## config.mk

```make
export PLATFORM = sky130hd
export DESIGN_NAME = mfb_alu
export DESIGN_NICKNAME = d
export VERILOG_FILES = /design/src/hdl/mfb_pkg.sv /design/src/hdl/mfb_alu.sv
export SDC_FILE = /design/constraint.sdc
export NUM_CORES = 1
export LEC_CHECK = 0
export BUFFER_PORTS_ARGS = -buffer_cell sky130_fd_sc_hd__buf_4
export CAP_MARGIN = 20
export CORE_MARGIN = 10
export CORE_UTILIZATION = 55
export DETAILED_ROUTE_END_ITERATION = 7
export PLACE_DENSITY = 0.93
export SLEW_MARGIN = 20
export SYNTH_ARGS = -nofsm -noshare
export SYNTH_HDL_FRONTEND = slang
export SYNTH_SLANG_ARGS = --single-unit
```

## constraint.sdc

```tcl
create_clock -name vclk -period 6.6
set_clock_uncertainty 0.05 [all_clocks]
set_input_delay 0.66 -clock vclk [all_inputs]
set_output_delay 0.66 -clock vclk [all_outputs]
set_load 0.01 [all_outputs]
```

## src/hdl/mfb_pkg.sv

```systemverilog
// Package for the monochrome frame-store rectangle fill unit.
// Panel geometry, store sizing, command and status codes, shared-unit op codes and the
// store request struct. No dependencies.
`default_nettype none

package mfb_pkg;

    // Panel geometry in physical pixels
    localparam int PANEL_WIDTH  = 144;
    localparam int PANEL_HEIGHT = 168;

    // Store sizing: one byte per 8 pixels, LSB first
    localparam int ROW_BYTES   = (PANEL_WIDTH + 7) / 8;
    localparam int STORE_DEPTH = ROW_BYTES * PANEL_HEIGHT;
    localparam int AW          = (STORE_DEPTH > 2) ? $clog2(STORE_DEPTH) : 1;
    localparam int RA_W        = 12;
    localparam int XW          = (AW > RA_W) ? AW : RA_W;

    // Coordinate width: holds any panel coordinate and x + w - 1 of 8-bit fields
    localparam int CW = 11;
    // Byte-column width
    localparam int BCW = CW - 3;

    // Command codes (tuser)
    localparam logic CMD_FILL = 1'b0;
    localparam logic CMD_READ = 1'b1;

    // Result status codes
    localparam logic ST_DONE   = 1'b0;
    localparam logic ST_REJECT = 1'b1;

    // Rotation register values
    localparam logic [1:0] ROT_NONE = 2'd0;
    localparam logic [1:0] ROT_270  = 2'd1;
    localparam logic [1:0] ROT_180  = 2'd2;
    localparam logic [1:0] ROT_90   = 2'd3;

    // Register index, decoded from paddr[2]
    localparam logic REG_ROTATION = 1'b0;

    // Shared coordinate unit operations
    typedef enum logic [1:0] {
        ALU_PASS   = 2'd0,   // a
        ALU_END    = 2'd1,   // a + b - 1
        ALU_MIRROR = 2'd2    // a - 1 - b
    } t_alu_op;

    // Request from the sequencer to the frame store
    typedef struct packed {
        logic          rd;    // plain byte read
        logic          rmw;   // read-modify-write of a byte
        logic [AW-1:0] addr;
        logic [7:0]    mask;
        logic          on;    // 1 sets masked bits, 0 clears them
    } t_store_req;

endpackage

`default_nettype wire

```

## src/hdl/mfb_alu.sv

```systemverilog
// Shared coordinate unit: one add/subtract used for the rectangle end and rotated bound steps.
// Depends on mfb_pkg.
`default_nettype none

module mfb_alu (
    input  wire mfb_pkg::t_alu_op       i_op,
    input  wire logic [mfb_pkg::CW-1:0] i_a,
    input  wire logic [mfb_pkg::CW-1:0] i_b,
    output logic      [mfb_pkg::CW-1:0] o_y
);

    logic [mfb_pkg::CW-1:0] one;

    assign one = mfb_pkg::CW'(1);

    // One adder path, operand b negated for the mirror case
    always_comb begin
        unique case (i_op)
            mfb_pkg::ALU_END:    o_y = i_a + i_b - one;
            mfb_pkg::ALU_MIRROR: o_y = i_a - one - i_b;
            default:             o_y = i_a;
        endcase
    end

endmodule

`default_nettype wire

```

==> run metrics, run 1 <==
outcome completed; number of global-route vias before repair 1340; sequential area share after synthesis 0%; Starting Density 58.15%; min-delay src i_a[0]; Sw Share between 50% and 60%; Synth top area share 28.90%; Post-CTS Setup Inserts 0; Post-Synthesis Cells 182; # diodes 0; Die H 68.60 µm; Top delay family on crit path simple AND/OR/NAND/NOR gates; WL met2 1524 µm; antenna-violating nets left 0; CP Class input pin to output pin; sequential cell count 0; io pins 35; I/O Buffers 35; worst min-delay path class input pin to output pin; syn nets 237; Seq. cell area 0 µm²; Tmin final about 4000 ps; P_int approximately 0.000079 W; highest routed layer met3; Setup TNS 0 ps; core region area 2233 µm²; vias per cell 5.554; power share of the combinational group 100.0%; Die Wd 68.60 µm; final setup violation count 0; cts repair resizes 0; Routed WL 3278 µm; PwrDens 107.1 nW/µm²; Clk network pwr share 0%; P_sw about 0.00009 W; residual DRC count 0; Post-Syn Area 1299 µm²; initial drt markers 79; Worst IR Drop VDD 76.99 µV; area leader, netlist ha_1; Hold EP o_y[0]; WL per Instance around 14 µm; share of layout cells above drive strength 1 about a fifth; total grt overflow 0; largest net degree at the start of global routing 24; CP max FO 4; Lkg Pwr roughly 0.83 nW; Site Rows 17; YS warnings 0; post-synth cell types between 40 and 50; max_slew headroom 53.96%; placed cells 240; P&R area growth vs syn 21.19%; measured slew at the worst slew-check pin between 600 and 700 ps; CP max-delay cell or4_1; HPWL after DPL 2786 µm; Largest stage delay, worst path 510 ps; worst path arrival time 3260 ps; Flop pwr share 0%; Final Hold Violating Endpoints 0; die area ~4700 µm²; fin. max-slew vios 0; via count approximately 1300; hold depth 4; TritonRoute pass-1 iters 4; initial antenna violation count 0; crit path buf inv count 4; wire length on met3 281 µm; number of fillers in the final layout roughly 180; Final period util around 60%; synthesized area per cell approximately 7 µm²; CP startpoint kind input pin; area of the multi-input gates 1126 µm²; Met1 Routed Length 1472 µm; first-pass GRT wire length between 5000 and 6000 µm; ordered cell list for the critical path buf_4 -> inv_1 -> ha_1 -> inv_1 -> ha_1 -> and3b_1 -> a311oi_1 -> o21ai_2 -> nand2_1 -> o22ai_1 -> mux2i_1 -> or4_1 -> buf_4; leading post-synthesis cells by cell area ha_1 (29%), inv_1 (11%), xnor2_1 (9.4%); CLK BUF 0; max_cap viols 0; RSZ-0062 raised after global routing false; Non-Filler Instances between 200 and 250; CTS hold repair buffers 0; Req. time, crit path 5890 ps; GRT Total Usage 14.04%; Max Freq 252.2 MHz; GPL Wtd Cong approximately 0.91; Layout Nets 269; Crit. End Element output pin
==> cell usage in the layout, fill, tap and decap left out, types with 3 or more instances in the layout <==
cell      count
a221oi_1      6
nand2b_1      3
nand2_1       8
ha_1         30
xor2_1        6
a21oi_1      16
xnor2_1      14
buf_4        35
o31ai_1       3
nand3_1       3
o21ai_0       5
inv_1        38
nor2_1        8
==> cell families (layout without fill, tap and decap cells) <==
| kind of cell | after synthesis | in the layout | share of synthesized area, % |
|---|---|---|---|
| multiplexers | 1 | 1 | 0.7707 |
| XOR/XNOR | 20 | 20 | 13.49 |
| AND/OR/NAND/NOR | 32 | 32 | 12.23 |
| adder cells (fa/ha/maj) | 31 | 31 | 30.44 |
| buffers and inverters | 45 | 75 | 13.30 |
| AO/OA/AOI/OAI | 53 | 53 | 29.77 |
==> metrics by stage <==
stage	worst slack [ps]	area [µm²]	hold WS (ps)	total power (W)	utilization [%]
2_1_floorplan	2946	1299	1398	0.0001160	-
3_3_place_gp	2663	1574	1581	0.0001620	70.48
3_5_place_dp	2651	1574	1581	0.0001666	70.48
4_1_cts	2638	1574	1585	0.0001677	70.48
5_1_grt	2496	1574	1633	0.0001876	70.48
6_report	2634	1574	1576	0.0001685	70.48
==> power groups by stage <==
stage               combinational [W]  clock (W)  sequential, W
floorplan                    0.000116          0              0
global placement             0.000162          0              0
detailed placement           0.000167          0              0
CTS                          0.000168          0              0
global route                 0.000188          0              0
finish                       0.000169          0              0
==> worst max path at each step <==
stage / start / endpoint / slack [ps] / cells after the start
6_report: i_a[3] / o_y[10] / 2630 / 13
5_1_grt: i_a[3] / o_y[10] / 2500 / 13
4_1_cts: i_a[3] / o_y[10] / 2640 / 13
3_5_place_dp: i_a[3] / o_y[10] / 2650 / 13
3_3_place_gp: i_a[3] / o_y[10] / 2660 / 13
2_1_floorplan: i_a[3] / o_y[10] / 2950 / 11
==> metal layers <==
metal / vias to the layer above / global-route usage (%)
li1: 688 / -
met1: 607 / 19.06
met2: 38 / 23.50
met3: 0 / 1.932
met4: 0 / 1.508
met5: - / 0
==> cells in the mapped netlist, drive strengths merged <==
| master | instances |
|---|---|
| inv | 40 |
| ha | 30 |
| a21oi | 17 |
| xnor2 | 14 |
| nand2 | 8 |
| nor2 | 8 |
| o21ai | 7 |
| a221oi | 6 |
| xor2 | 6 |
| clkbuf | 3 |
| nand2b | 3 |
| nand3 | 3 |
| o31ai | 3 |
| a21o | 2 |
| a22oi | 2 |
| a311oi | 2 |
| buf | 2 |
| nor2b | 2 |
| nor3 | 2 |
| o211ai | 2 |
| o41ai | 2 |
| or3 | 2 |
| or4 | 2 |
| a21boi | 1 |
| a221o | 1 |
| a31oi | 1 |
| a32o | 1 |
| a41oi | 1 |
| and3 | 1 |
| and3b | 1 |
| fa | 1 |
| mux2i | 1 |
| o21a | 1 |
| o21bai | 1 |
| o221ai | 1 |
| o22ai | 1 |
| o31a | 1 |
==> tightest hold or removal path, cell delays in order <==
cell and delay, ps:
buf_4 90, nand2_1 40, o31ai_1 60, buf_4 120
==> cell type report <==
cell class | instances | area share (%)
multi-input combinational | 137 | 71.54
timing repair buffer | 35 | 16.69
tap | 28 | 2.226
inverter | 40 | 9.539
Note: power is estimated with default switching activity, not from simulation.
==> inputs of run 2 (changes only) <==
--- a/config.mk
+++ b/config.mk
@@ -8,9 +8,9 @@
 export BUFFER_PORTS_ARGS = -buffer_cell sky130_fd_sc_hd__buf_4
 export CAP_MARGIN = 20
 export CORE_MARGIN = 10
-export CORE_UTILIZATION = 55
+export CORE_UTILIZATION = 51
 export DETAILED_ROUTE_END_ITERATION = 7
-export PLACE_DENSITY = 0.93
+export PLACE_DENSITY = 0.91
 export SLEW_MARGIN = 20
 export SYNTH_ARGS = -nofsm -noshare
 export SYNTH_HDL_FRONTEND = slang
==> constraint.sdc (replaced) <==
create_clock -name vclk -period 3.52
set_clock_uncertainty 0.05 [all_clocks]
set_input_delay 0.352 -clock vclk [all_inputs]
set_output_delay 0.352 -clock vclk [all_outputs]
set_load 0.01 [all_outputs]
==> run 2 against run 1 <==
Final cell count increased by 1.3%. Combinational power increased by 86%. Utilization decreased by 6.0 points. Wire length decreased by 1.5%. Sequential cell count unchanged. Sequential share of layout area unchanged. Count of clock-buffer cells in the layout unchanged. First-iteration DRC count increased by 43%.
==> run metrics, run 2 (synthesized netlist as in run 1, its figures left out) <==
Starting Density 52.91%; Sw Share 52.83%; P_sw roughly 0.00017 W; hold_ws 960.8 ps; # diodes 0; max_slew headroom between 50% and 60%; Die H just over 70 µm; initial drt markers 113; total grt overflow 0; final setup violation count 0; GRT Total Usage roughly an eighth; first-pass GRT wire length 5630 µm; Req. time, crit path 3120 ps; Area after DPL 1584 µm²; Site Rows 18; worst path arrival time 2990 ps; I/O Buffers 35; Setup TNS 0 ps; CP startpoint kind input pin; max_cap viols 0; fin. max-slew vios 0; Final period util 96.35%; P_int 0.0001487 W; CLK BUF 0; worst min-delay path class input pin to output pin; P&R area growth vs syn 21.97%; Die Wd 70.47 µm; HPWL after DPL 2752 µm; CP max-delay cell or4_1; io pins 35; outcome completed; Largest stage delay, worst path 520 ps; Tmin final between 3000 and 4000 ps; largest net degree at the start of global routing 23; via count 1362; Layout Nets 270; Max Freq between 200 and 300 MHz; TritonRoute pass-1 iters 4; Seq. cell area 0 µm²; post-route design area between 1500 and 2000 µm²; Flop pwr share 0%; GPL Wtd Cong 0.9128; Worst IR Drop VDD approximately 140 µV; Final Hold Violating Endpoints 0; CP Class input pin to output pin; Final WS setup 128.4 ps; initial antenna violation count 0; die area 4965 µm²; vias per cell 5.605; number of global-route vias before repair 1334; Setup WS pre-CTS 142.0 ps; antenna-violating nets left 0; hold depth 4; share of layout cells above drive strength 1 19.72%; power share of the combinational group 100.0%; CP max FO 4; WL per Instance 13.28 µm; measured slew at the worst slew-check pin just under 600 ps; Crit. End Element output pin; cts repair resizes 0; Clk network pwr share 0%; sequential cell count 0; commonest non-fill, non-tap cell in the layout inv_1; Routed WL 3228 µm; PwrDens roughly 200 nW/µm²; CTS hold repair buffers 0; commonest cells after routing, fill and taps aside inv_1 (38), buf_4 (36), ha_1 (30); Lkg Pwr 0.8388 nW; residual DRC count 0; core region area between 2000 and 2500 µm²; ordered cell list for the critical path buf_4 -> inv_1 -> ha_1 -> inv_1 -> ha_1 -> and3b_1 -> a311oi_1 -> o21ai_2 -> nand2_1 -> o22ai_1 -> mux2i_1 -> or4_1 -> buf_4; Post-CTS Setup Inserts 0; RSZ-0062 raised after global routing false
run 2: power groups by stage:
stage                     registers, W  logic [W]  clock network, W
final                                0   0.000315                 0
after CTS                            0   0.000314                 0
after detailed placement             0   0.000312                 0
after global routing                 0   0.000352                 0
after global placement               0   0.000306                 0
after floorplan                      0   0.000218                 0
run 2: stage by stage:
step	util (%)	power [W]	std cells
2_1_floorplan	-	0.0002175	182
3_3_place_gp	64.53	0.0003057	243
3_5_place_dp	64.53	0.0003118	243
4_1_cts	64.53	0.0003138	243
5_1_grt	64.53	0.0003516	243
6_report	64.53	0.0003153	243
run 2: path summary, 6_finish.rpt:
check / from / slack, ps / to
hold / removal: i_a[0] / 960 / o_y[0]
setup / recovery: i_a[3] / 130 / o_y[10]
run 2: cell type report:
cell class	count	area (µm²)
fill	215	870.8
tap	30	37.54
inverter	40	150.1
multi-input combinational	137	1126
timing repair buffer	36	270.3
run 2: critical path: cells and delay by family:
| family | cells | cell delay, ps |
|---|---|---|
| simple gates | 3 | 800 |
| fa+ha+maj | 2 | 700 |
| compound gates | 3 | 630 |
| buf+inv | 4 | 370 |
| mux | 1 | 120 |
run 2: layer usage:
metal  GRT usage (%)  vias up  share of wire, %
met4          0.8772        0              0.53
met2           19.86       60                44
met5               0        -                 0
met3           2.825        2               9.5
met1           16.77      606                46
li1                -      694                 -
